`src/hw/rtl/sbcs_pkg.sv`:
```
`default_nettype none

package sbcs_pkg;

  localparam int unsigned CntW = 16;
  localparam int unsigned CfgIdxW = 3;

  // run-time register indexes
  localparam logic [CfgIdxW-1:0] REG_INHALE_END      = 3'd0;
  localparam logic [CfgIdxW-1:0] REG_INHALE_HOLD_END = 3'd1;
  localparam logic [CfgIdxW-1:0] REG_EXHALE_END      = 3'd2;
  localparam logic [CfgIdxW-1:0] REG_EXHALE_HOLD_END = 3'd3;
  localparam logic [CfgIdxW-1:0] REG_INHALE_HP       = 3'd4;
  localparam logic [CfgIdxW-1:0] REG_EXHALE_HP       = 3'd5;
  localparam logic [CfgIdxW-1:0] REG_STEP_RES        = 3'd6;

  // sequencer mode codes; the unused code behaves as run
  localparam logic [1:0] MODE_SEEK    = 2'd0;
  localparam logic [1:0] MODE_BACKOFF = 2'd1;
  localparam logic [1:0] MODE_RUN     = 2'd2;

  // reported phase codes
  localparam logic [2:0] PH_SEEK        = 3'd0;
  localparam logic [2:0] PH_BACKOFF     = 3'd1;
  localparam logic [2:0] PH_INHALE      = 3'd2;
  localparam logic [2:0] PH_INHALE_HOLD = 3'd3;
  localparam logic [2:0] PH_EXHALE      = 3'd4;
  localparam logic [2:0] PH_EXHALE_HOLD = 3'd5;
  localparam logic [2:0] PH_PAUSE       = 3'd6;

  typedef struct packed {
    logic [CntW-1:0] inhale_end;
    logic [CntW-1:0] inhale_hold_end;
    logic [CntW-1:0] exhale_end;
    logic [CntW-1:0] exhale_hold_end;
    logic [CntW-1:0] inhale_hp;
    logic [CntW-1:0] exhale_hp;
    logic [2:0]      step_res;
  } cfg_t;

  typedef struct packed {
    logic            step_request;
    logic            direction;
    logic [CntW-1:0] half_period_us;
    logic [2:0]      phase;
    logic [2:0]      microstep_pins;
  } res_t;

  typedef struct packed {
    logic [1:0]      mode;
    logic [CntW-1:0] cycle_count;
    logic [CntW-1:0] backoff_left;
  } seq_state_t;

  // microstep mode to MS3..MS1 pin code
  function automatic logic [2:0] ms_code(input logic [2:0] res);
    logic [2:0] code;
    case (res)
      3'd1:    code = 3'd1;
      3'd2:    code = 3'd2;
      3'd3:    code = 3'd3;
      3'd4:    code = 3'd7;
      default: code = 3'd0;
    endcase
    return code;
  endfunction

endpackage

`default_nettype wire

```
`src/hw/rtl/stepper_breath_cycle_sequencer.sv`:
```
`default_nettype none

// Stepper homing and reciprocating cycle sequencer. Each input transfer is one
// motion tick carrying the home-switch level and yields exactly one result
// transfer with the step request, direction, half-period, phase and microstep
// pin code. One tick is taken every clock cycle while in_stall is low: the
// sequencer state and the threshold compares are combinational and the result
// is registered. A two-entry output buffer lets a tick be taken
// while one result is still stalled; in_stall rises only when both entries
// hold results. Configuration writes are registered and must be made while
// no tick is in flight.
module stepper_breath_cycle_sequencer #(
  parameter int unsigned BACKOFF_STEPS = 200,
  parameter int unsigned HOMING_HALF_PERIOD_US = 500
) (
  input  wire logic                         clk,
  input  wire logic                         rst_n,
  input  wire logic                         cfg_we,
  input  wire logic [sbcs_pkg::CfgIdxW-1:0] cfg_index,
  input  wire logic [sbcs_pkg::CntW-1:0]    cfg_wdata,
  input  wire logic                         in_valid,
  output logic                              in_stall,
  input  wire logic                         in_switch_level,
  output logic                              out_valid,
  input  wire logic                         out_stall,
  output logic                              out_step_request,
  output logic                              out_direction,
  output logic [sbcs_pkg::CntW-1:0]         out_half_period_us,
  output logic [2:0]                        out_phase,
  output logic [2:0]                        out_microstep_pins
);
  import sbcs_pkg::*;

  localparam logic [CntW-1:0] BackoffLoad = CntW'(BACKOFF_STEPS - 1);
  localparam logic [CntW-1:0] HomeHalfPeriod = CntW'(HOMING_HALF_PERIOD_US);

  cfg_t       cfg_r;
  seq_state_t st_r;
  seq_state_t st_nxt;
  res_t       res_nxt;
  res_t       out_r;
  res_t       skid_r;
  logic       out_valid_r;
  logic       skid_valid_r;
  logic       in_xfer;
  logic       out_xfer;

  assign in_stall = skid_valid_r;
  assign in_xfer  = in_valid && !skid_valid_r;
  assign out_xfer = out_valid_r && !out_stall;

  sbcs_step_logic #(
    .BackoffLoad(BackoffLoad),
    .HomeHalfPeriod(HomeHalfPeriod)
  ) u_step (
    .cur(st_r),
    .switch_level(in_switch_level),
    .cfg(cfg_r),
    .nxt(st_nxt),
    .res(res_nxt)
  );

  always_ff @(posedge clk) begin
    if (!rst_n) begin
      cfg_r.inhale_end      <= 16'd200;
      cfg_r.inhale_hold_end <= 16'd300;
      cfg_r.exhale_end      <= 16'd500;
      cfg_r.exhale_hold_end <= 16'd600;
      cfg_r.inhale_hp       <= 16'd500;
      cfg_r.exhale_hp       <= 16'd500;
      cfg_r.step_res        <= 3'd0;
    end else if (cfg_we) begin
      unique case (cfg_index)
        REG_INHALE_END:      cfg_r.inhale_end      <= cfg_wdata;
        REG_INHALE_HOLD_END: cfg_r.inhale_hold_end <= cfg_wdata;
        REG_EXHALE_END:      cfg_r.exhale_end      <= cfg_wdata;
        REG_EXHALE_HOLD_END: cfg_r.exhale_hold_end <= cfg_wdata;
        REG_INHALE_HP:       cfg_r.inhale_hp       <= cfg_wdata;
        REG_EXHALE_HP:       cfg_r.exhale_hp       <= cfg_wdata;
        REG_STEP_RES:        cfg_r.step_res        <= cfg_wdata[2:0];
        default: ;
      endcase
    end
  end

  always_ff @(posedge clk) begin
    if (!rst_n) begin
      st_r <= '{mode: MODE_SEEK, cycle_count: '0, backoff_left: '0};
    end else if (in_xfer) begin
      st_r <= st_nxt;
    end
  end

  // two-entry result buffer: skid only fills while the head is stalled
  always_ff @(posedge clk) begin
    if (!rst_n) begin
      out_valid_r  <= 1'b0;
      skid_valid_r <= 1'b0;
    end else begin
      if (out_xfer && skid_valid_r) begin
        out_valid_r  <= 1'b1;
        skid_valid_r <= 1'b0;
      end else if (in_xfer && (!out_valid_r || out_xfer)) begin
        out_valid_r <= 1'b1;
      end else if (in_xfer) begin
        skid_valid_r <= 1'b1;
      end else if (out_xfer) begin
        out_valid_r <= 1'b0;
      end
    end
  end

  always_ff @(posedge clk) begin
    if (out_xfer && skid_valid_r) begin
      out_r <= skid_r;
    end else if (in_xfer && (!out_valid_r || out_xfer)) begin
      out_r <= res_nxt;
    end
    if (in_xfer && out_valid_r && !out_xfer) begin
      skid_r <= res_nxt;
    end
  end

  assign out_valid          = out_valid_r;
  assign out_step_request   = out_r.step_request;
  assign out_direction      = out_r.direction;
  assign out_half_period_us = out_r.half_period_us;
  assign out_phase          = out_r.phase;
  assign out_microstep_pins = out_r.microstep_pins;

  a_skid_needs_head: assert property (@(posedge clk) disable iff (!rst_n)
    skid_valid_r |-> out_valid_r)
    else $error("skid entry held without a head result");

  a_stalled_result_kept: assert property (@(posedge clk) disable iff (!rst_n)
    out_valid_r && out_stall |=> out_valid_r)
    else $error("stalled result dropped");

  a_idle_step_fields: assert property (@(posedge clk) disable iff (!rst_n)
    out_valid_r && !out_r.step_request |-> !out_r.direction && out_r.half_period_us == '0)
    else $error("direction or half-period set without a step");

  a_backoff_left_live: assert property (@(posedge clk) disable iff (!rst_n)
    st_r.mode == MODE_BACKOFF |-> st_r.backoff_left != '0)
    else $error("backing off with no steps left");

  // wrap is taken only when the count is at or past every threshold
  a_wrap_restarts: assert property (@(posedge clk) disable iff (!rst_n)
    in_xfer && st_r.mode == MODE_RUN && in_switch_level &&
      st_r.cycle_count >= cfg_r.inhale_end &&
      st_r.cycle_count >= cfg_r.inhale_hold_end &&
      st_r.cycle_count >= cfg_r.exhale_end &&
      st_r.cycle_count >= cfg_r.exhale_hold_end |=> st_r.cycle_count == 16'd1)
    else $error("wrap did not restart the cycle counter");

endmodule

`default_nettype wire

```
`src/hw/rtl/sbcs_step_logic.sv`:
```
`default_nettype none

module sbcs_step_logic #(
  parameter logic [15:0] BackoffLoad = 16'd199,
  parameter logic [15:0] HomeHalfPeriod = 16'd500
) (
  input  sbcs_pkg::seq_state_t cur,
  input  logic                 switch_level,
  input  sbcs_pkg::cfg_t       cfg,
  output sbcs_pkg::seq_state_t nxt,
  output sbcs_pkg::res_t       res
);
  import sbcs_pkg::*;

  logic [CntW-1:0] bo_dec;
  logic [CntW-1:0] cnt_base;

  assign bo_dec = (cur.backoff_left != '0) ? cur.backoff_left - 1'b1 : cur.backoff_left;

  always_comb begin
    nxt = cur;
    res = '0;
    res.phase = PH_PAUSE;
    res.microstep_pins = ms_code(cfg.step_res);
    cnt_base = cur.cycle_count;
    unique case (cur.mode)
      MODE_SEEK: begin
        res.step_request = 1'b1;
        res.half_period_us = HomeHalfPeriod;
        if (switch_level) begin
          res.direction = 1'b1;
          res.phase = PH_SEEK;
        end else begin
          res.phase = PH_BACKOFF;
          nxt.backoff_left = BackoffLoad;
          nxt.mode = (BackoffLoad == '0) ? MODE_RUN : MODE_BACKOFF;
        end
      end
      MODE_BACKOFF: begin
        res.step_request = 1'b1;
        res.half_period_us = HomeHalfPeriod;
        res.phase = PH_BACKOFF;
        nxt.backoff_left = bo_dec;
        if (bo_dec == '0) begin
          nxt.mode = MODE_RUN;
        end
      end
      default: begin
        if (switch_level) begin
          if (cur.cycle_count < cfg.inhale_end) begin
            res.step_request = 1'b1;
            res.direction = 1'b1;
            res.half_period_us = cfg.inhale_hp;
            res.phase = PH_INHALE;
          end else if (cur.cycle_count < cfg.inhale_hold_end) begin
            res.phase = PH_INHALE_HOLD;
          end else if (cur.cycle_count < cfg.exhale_end) begin
            res.step_request = 1'b1;
            res.half_period_us = cfg.exhale_hp;
            res.phase = PH_EXHALE;
          end else if (cur.cycle_count < cfg.exhale_hold_end) begin
            res.phase = PH_EXHALE_HOLD;
          end else begin
            // wrap: counter restarts and ends the tick at one
            cnt_base = '0;
          end
          nxt.cycle_count = cnt_base + 1'b1;
        end
      end
    endcase
  end

endmodule

`default_nettype wire
```
`config.mk`:
```
export PLATFORM = sky130hd
export DESIGN_NAME = stepper_breath_cycle_sequencer
export DESIGN_NICKNAME = d
export VERILOG_FILES = /design/src/hw/rtl/sbcs_pkg.sv /design/src/hw/rtl/stepper_breath_cycle_sequencer.sv /design/src/hw/rtl/sbcs_step_logic.sv
export SDC_FILE = /design/constraint.sdc
export NUM_CORES = 1
export LEC_CHECK = 0
export ABC_AREA = 1
export BUFFER_PORTS_ARGS = -buffer_cell sky130_fd_sc_hd__buf_2
export CORE_MARGIN = 2
export CORE_UTILIZATION = 25
export CTS_CLUSTER_DIAMETER = 200
export DETAILED_ROUTE_END_ITERATION = 10
export MAX_ROUTING_LAYER = met4
export SYNTH_ARGS = -nofsm -noshare
export SYNTH_HDL_FRONTEND = slang
export SYNTH_SLANG_ARGS = --single-unit
```
`constraint.sdc`:
```
create_clock -name clk -period 3.85 [get_ports clk]
set_clock_uncertainty 0.2 [all_clocks]
set_input_delay 0.77 -clock clk [delete_from_list [all_inputs] [get_ports clk]]
set_output_delay 0.77 -clock clk [all_outputs]
set_load 0.05 [all_outputs]
```
==> results of run 1 <==
## stage by stage
| stage | hold WS, ns | cells |
|---|---|---|
| finish | 0.2638 | 1695 |
| global route | 0.2774 | 1695 |
| CTS | 0.2639 | 1692 |
| detailed placement | 0.2448 | 1660 |
| global placement | 0.2384 | 1660 |
| floorplan | 0.2293 | 1172 |
## final timing paths
check | start | end | cells after the start
min | cfg_r[24] | cfg_r[24] | 2
max | st_r[19] | st_r[26] | 18
min reg2reg | cfg_r[24] | cfg_r[24] | 2
max reg2reg | st_r[19] | st_r[26] | 18
## sequential cells by signal, indices dropped and copies added (netlist names)
name	cells
cfg_r	99
in_stall	1
out_direction	1
out_half_period_us	16
out_microstep_pins	3
out_phase	3
out_step_request	1
out_valid	1
skid_r	24
st_r	34
## power by group through the flow
| stage | registers [W] | clock network, W | logic [W] |
|---|---|---|---|
| final | 0.00208 | 0.00172 | 0.000543 |
| after global routing | 0.00209 | 0.00184 | 0.000608 |
| after CTS | 0.00208 | 0.00176 | 0.000545 |
| after detailed placement | 0.00212 | 0 | 0.000543 |
| after global placement | 0.00212 | 0 | 0.000536 |
| after floorplan | 0.00218 | 0 | 0.000339 |
## placed cells by master, fill, tap and decap left out, types with 3 or more instances in the layout
cell       synthesis  final
a22oi_2            7      7
inv_8              1      5
nand2_2            3      3
clkinv_8           0      3
edfxtp_1          48     48
o21ai_0           99     98
nor2_4             6      6
a31oi_1            8      8
xor2_1            12     12
a22oi_1           11     11
nand3_1           37     37
buf_2              4     50
nor3_1            16     16
a21oi_1           96     96
nor2_2             5      6
nand2_1          244    244
inv_6              0      5
inv_1            138    138
o21a_1             4      4
inv_2              4      4
buf_4              1     10
nand4_1           10     10
nor3_2            12     12
ha_1              63     63
clkbuf_16          0     17
dfxtp_1          135    135
o211ai_1          16     16
nor2_1           133    132
nand3_2            3      3
diode_2            0      3
## routing by layer
| metal | global-route usage (%) | vias up |
|---|---|---|
| met4 | 4.094 | 0 |
| met5 | - | - |
| met2 | 20.43 | 132 |
| met3 | 2.220 | 22 |
| li1 | - | 3959 |
| met1 | 16.36 | 3509 |
## cells by family after synthesis
family	share of synthesized area, %
and+or+nand+nor	22.92
AOI/OAI and AO/OA	15.11
buffers and inverters	7.850
DFF	44.44
adders and majority gates	8.454
xor gates and xnor gates	1.221
## cell type report
| cell class | count | area [um^2] | share of cell area, % |
|---|---|---|---|
| tap | 468 | 585.6 | 5.495 |
| timing repair buffer | 60 | 325.3 | 3.053 |
| multi-input combinational | 803 | 4454 | 41.80 |
| clock inverter | 14 | 152.6 | 1.432 |
| inverter | 146 | 558.0 | 5.237 |
| clock buffer | 18 | 429.2 | 4.027 |
| sequential | 183 | 4144 | 38.89 |
| antenna | 3 | 7.507 | 0.07045 |
## worst register-to-register path: cells and delay by family (launching register included)
kind,cells,cell delay [ns]
simple gates,14,1.47
compound gates,1,0.15
fa+ha+maj,2,0.53
flops,1,0.59
buf+inv,1,0.11
==> metrics, run 1 <==
run status complete, no violations; die height 197.1 um; Setup WS pre-CTS 0.7492 ns; RSZ-0062 raised after global routing false; top cells by area, synth dfxtp_1 (29%), edfxtp_1 (15%), nand2_1 (9.8%); drt first pass iters 5; clock latency at the later pin of the worst-skew pair 0.44 ns; CTS buffer count 17; metal3 WL 862 um; DRT antenna net count 0; CP Launch Type flip-flop; final wirelength 23.59 mm; Most used DFF post-synth dfxtp_1; post-detail-place hpwl approximately 17 mm; Unique masters post-synth 43; CP peak stage delay 0.59 ns; largest net degree at the start of global routing 117; port buffer count 50; Core ar. 36700 um^2; Post-synth top cells nand2_1 (244), inv_1 (138), dfxtp_1 (135); CTS tree done; leakage power 4.618 nW; minimum clock period 3.132 ns; CTS Hold Bufs 0; DR iter-0 viols ~620; Switching Share between 20% and 30%; crit path DAT 3.26 ns; CP Capture Type flip-flop; Final Cycle Share approximately four fifths; Least-Margin Pin Slew ~1.1 ns; CTS root buf clkbuf_16; fin area 10660 um^2; Max clock buf depth 2; Synth Area per Inst 7.956 um^2; final design utilization 29.04%; max-slew violation count 0; clock power share 39.7%; Seq/Total Area, Yosys between 40% and 50%; chip width 197.1 um; initial antenna violation count 3; count leader, synth nand2_1; layout cells sized above 1 11.85%; #FFs+latches synth 183; gr usage total between 10% and 20%; r2r setup slk about 0.7 ns; Post-synth EDFFs 48; Clock Pin Slew Worst Setup and Hold Paths 0.07 ns; M1 WL 11.37 mm; NetSw 0.001276 W; Slew Limit Headroom ~27%; syn_nets 1260; die footprint roughly 39000 um^2; final worst slack between 0.7 and 0.8 ns; Synth area leader dfxtp_1; setup violators final 0; post-synthesis cell area around 9300 um^2; IO Pins 51; Hold Vio Cnt, Final 0; fmax 319.2 MHz; vias in the first global route 7091; Flop pwr share a little under half; WL met2 10.93 mm; Area growth syn-to-layout 14.29%; Mapped Cells around 1200; Nets approximately 1300; synth warn 0; post_cts resized 0; CP Data Required Time roughly 4.0 ns; DR WL/cell 13.91 um; Final TNS setup 0 ns; H-tree depth 4; P per Cell Area 408.0 nW/um^2; most frequent CP cell nand2_1; combinational share of power 12.5%; Sink Count 183; CP max FO 9; gp weighted congestion 0.8706; # rows 70; Buf+Inv Stages, Crit Path 1; Starting Density between 20 and 30%; Async SR Flop Fraction 0%; Critical Path, Cell by Cell ha_1 -> a21oi_1 -> nand2_1 -> nand2_1 -> nand2_1 -> nand2_1 -> nand2_2 -> nand2_8 -> nor2_4 -> nor2_1 -> ha_1 -> nand2_1 -> inv_1 -> nand3_1 -> nor2_2 -> nand3_1 -> nand2_1 -> nor2_1; # Post-CTS Setup Buffers 0; CP top delay family simple AND/OR/NAND/NOR gates; cell-internal power about 0.0031 W; fillcell total 3900; max_cap viols 0; WS Path Type reg -> reg; maximum vdd drop 0.3116 mV; vias per cell 4.497; Top Layer Used met4; GRT overflow 0; Final Total Pwr 0.004348 W; # DRC 0; dpl cell area 10070 um^2; Synth top area share 28.99%; via count 7622; first-pass GRT wire length ~38 mm; Hold WC Path Type reg -> reg; Slowest-stage cell, CP dfxtp_1
Note: power is estimated with default switching activity, not from simulation.
==> inputs of run 2 (changes only) <==
ABC_AREA = 0   (was 1)
clock period = 3 ns   (was 3.85 ns; I/O delays follow)
==> metrics, run 2 <==
Post-synth EDFFs 48 (unchanged); CTS tree done (unchanged); fillcell total 3772 (was 3900); commonest non-fill, non-tap cell in the layout nand2_1 (unchanged); RSZ-0062 raised after global routing true (was false); Seq/Total Area, Yosys 45.01% (was 44.44%); H-tree depth 4 (unchanged); die height 195.9 um (was 197.1 um); Hold Path End cfg_r[95] (was cfg_r[24]); GRT overflow 0 (unchanged); Least-Margin Pin Slew 0.6980 ns (was 1.090 ns); Setup WS pre-CTS -0.4126 ns (was 0.7492 ns); Final TNS setup -0.6922 ns (was 0 ns); Clock Pin Slew Worst Setup and Hold Paths 0.07 ns (about the same); CP Capture Type flip-flop (unchanged); Hold Vio Cnt, Final 0 (unchanged); Post-synth top cells nand2_1 (216), dfxtp_1 (135), a21oi_1 (102) (was nand2_1 (244), inv_1 (138), dfxtp_1 (135)); CTS root buf clkbuf_16 (unchanged); WS Path Type reg -> reg (unchanged); Slew Limit Headroom 53.34% (was 27.30%); max-slew violation count 0 (unchanged); Sink Count 183 (unchanged); fmax 319.8 MHz (was 319.2 MHz); # DRC 0 (unchanged); post-detail-place hpwl 17.90 mm (was 16.89 mm); initial antenna violation count 0 (was 3); maximum vdd drop 0.3647 mV (was 0.3116 mV); Synth Area in XOR/XNOR 0.2854% (was 1.221%); # rows 70 (unchanged); top cells by area, synth dfxtp_1 (29%), edfxtp_1 (16%), nand2_1 (8.8%) (was dfxtp_1 (29%), edfxtp_1 (15%), nand2_1 (9.8%)); Final Cycle Share 104.2% (was 81.36%); P per Cell Area 469.7 nW/um^2 (was 408.0 nW/um^2); vias per cell 4.766 (was 4.497); crit path DAT 3.23 ns (was 3.26 ns); failing checks negative setup slack; gp weighted congestion 0.8536 (was 0.8706); IO Pins 51 (unchanged); Mapped Cells 1066 (was 1172); via count 7825 (was 7622); syn_nets 1154 (was 1260); post-synthesis compound-gate area fraction 16.96% (was 15.11%); worst reg2reg endpoint st_r[24] (was st_r[26]); final wirelength 24.85 mm (was 23.59 mm); largest registers cfg_r (99), st_r (34), skid_r (24) (unchanged); Async SR Flop Fraction 0% (unchanged); Largest Register cfg_r (unchanged); worst-case reg-to-reg path depth 14 (was 18); CP max FO 5 (was 9); hold path startpoint cfg_r[95] (was cfg_r[24]); CP Launch Type flip-flop (unchanged); Unique masters post-synth 60 (was 43); r2r setup slk -0.13 ns (was 0.72 ns); leakage power 4.359 nW (was 4.618 nW); main combinational cell family by area after synthesis simple AND/OR/NAND/NOR gates (unchanged); max_cap viols 0 (unchanged); layout cells sized above 1 23.68% (was 11.85%); Starting Density 25.27% (was 25.41%); DR iter-0 viols 506 (was 618); vias in the first global route 7664 (was 7091); CTS buffer count 17 (unchanged); CP Data Required Time 3.10 ns (was 3.98 ns); first-pass GRT wire length 40.41 mm (was 37.96 mm); chip width 195.9 um (was 197.1 um); Nets 1249 (was 1299); most frequent cells in the layout nand2_1 (216), dfxtp_1 (112), a21oi_1 (99) (was nand2_1 (244), inv_1 (138), dfxtp_1 (135)); die footprint 38380 um^2 (was 38860 um^2); Synth Area in Adders 8.670% (was 8.454%); port buffer count 50 (unchanged); CTS Hold Bufs 0 (unchanged); max reg flops 99 (unchanged); setup violators final 18 (was 0); run status finished, violations left (was complete, no violations); #FFs+latches synth 183 (unchanged); WHS Path Cells 2 (unchanged); Core ar. 36430 um^2 (was 36700 um^2); Most used DFF post-synth dfxtp_1 (unchanged); DR WL/cell 15.13 um (was 13.91 um); Synth Area per Inst 8.638 um^2 (was 7.956 um^2); final worst slack -0.1274 ns (was 0.7176 ns); Hold WC Path Type reg -> reg (unchanged); final hold slack 0.2518 ns (was 0.2638 ns); clock latency at the later pin of the worst-skew pair 0.44 ns (about the same); synth warn 0 (unchanged); gr usage total 13.54% (was 12.75%); largest net degree at the start of global routing 44 (was 117); DRT antenna net count 0 (unchanged); drt first pass iters 5 (unchanged); proportion of synthesized area in mux cells 3.125% (was 0%); RR Startpoint st_r[17] (was st_r[19]); post-synthesis cell area 9208 um^2 (was 9324 um^2); minimum clock period 3.127 ns (was 3.132 ns); Area growth syn-to-layout 26.85% (was 14.29%); count leader, synth nand2_1 (unchanged); Ant. Diodes 0 (was 3); simple-gate share of the synthesized area 20.07% (was 22.92%); Max clock buf depth 2 (unchanged); Synth top area share 29.35% (was 28.99%); Synth area leader dfxtp_1 (unchanged)
==> run 2: changes by cell type after synthesis, sizes merged, moves of 9 or more <==
cell     delta
inv        -55
buf         -9
o21ai      -61
clkbuf     +21
nand2      -35
mux2       +22
nand2b     +11
o2bb2ai    +10
a22oi      -14
nor4        +9
nor2       -91
xor2       -11
==> run 2: cells by family (layout without fill, tap and decap cells) <==
| logic type | after synthesis | count (layout) |
|---|---|---|
| XOR/XNOR | 3 | 3 |
| AO/OA/AOI/OAI | 239 | 239 |
| buffers and inverters | 142 | 250 |
| flip-flops | 183 | 183 |
| AND/OR/NAND/NOR | 409 | 409 |
| multiplexers | 26 | 26 |
| adder cells (fa/ha/maj) | 64 | 64 |
==> run 2: routing by layer <==
metal  track usage (%)  vias to the layer above  routed length [um]
met4             4.040                        0                 457
met2             21.44                      157               11420
li1                  -                     3928                   -
met5                 -                        -                   0
met1             17.64                     3711               12040
met3             2.458                       29                 925
==> run 2: stage by stage <==
step	area (um^2)	utilization, %	cells	power, W
finish	11680	32.06	1642	0.005486
global route	11680	32.06	1642	0.005719
CTS	11460	31.45	1641	0.005512
detailed placement	10540	28.94	1600	0.003363
global placement	10540	28.94	1600	0.003349
floorplan	9375	-	1066	0.003123
==> run 2: worst max path at each step <==
| stage | start | endpoint | slack [ns] |
|---|---|---|---|
| final | st_r[17] | st_r[24] | -0.13 |
| after global routing | st_r[30] | st_r[24] | -0.24 |
| after detailed placement | cfg_r[56] | st_r[30] | -0.41 |
| after CTS | st_r[17] | st_r[24] | -0.13 |
| after floorplan | st_r[17] | st_r[24] | -0.12 |
| after global placement | cfg_r[56] | st_r[30] | -0.41 |
==> run 2: cell type report <==
cell class,instances,area [um^2],share of cell area [%]
inverters,90,340.3,2.914
clock inverters,8,73.82,0.6320
well taps,468,585.6,5.013
multi-input cells,741,5130,43.92
clock buffers,24,471.7,4.039
flip-flops and latches,183,4183,35.81
repair buffers,128,895.9,7.670
==> run 2: power by group <==
part / switching, W / total [W] / internal (W)
logic: 0.000450 / 0.000695 / 0.000245
clock network: 0.000954 / 0.00214 / 0.00118
registers: 0.0000514 / 0.00265 / 0.00260
total: 0.00146 / 0.00549 / 0.00403
==> run 2: worst max-delay path, cell delays in order (launching register included) <==
cell	delay [ns]
dfxtp_4	0.38
ha_4	0.25
a2111oi_4	0.34
o311ai_4	0.15
a2111o_1	0.43
nand4b_1	0.17
and2_4	0.18
ha_4	0.14
nand3_4	0.07
inv_4	0.07
and3_4	0.20
nand3_4	0.09
and2_4	0.15
o21ai_2	0.10
a21oi_1	0.07
==> run 2: repair_timing <==
item,in CTS,in global routing
pin swaps,32,20
setup endpoints to repair,39,46
resized for setup,59,57
buffers inserted,9,4
gates cloned,1,0
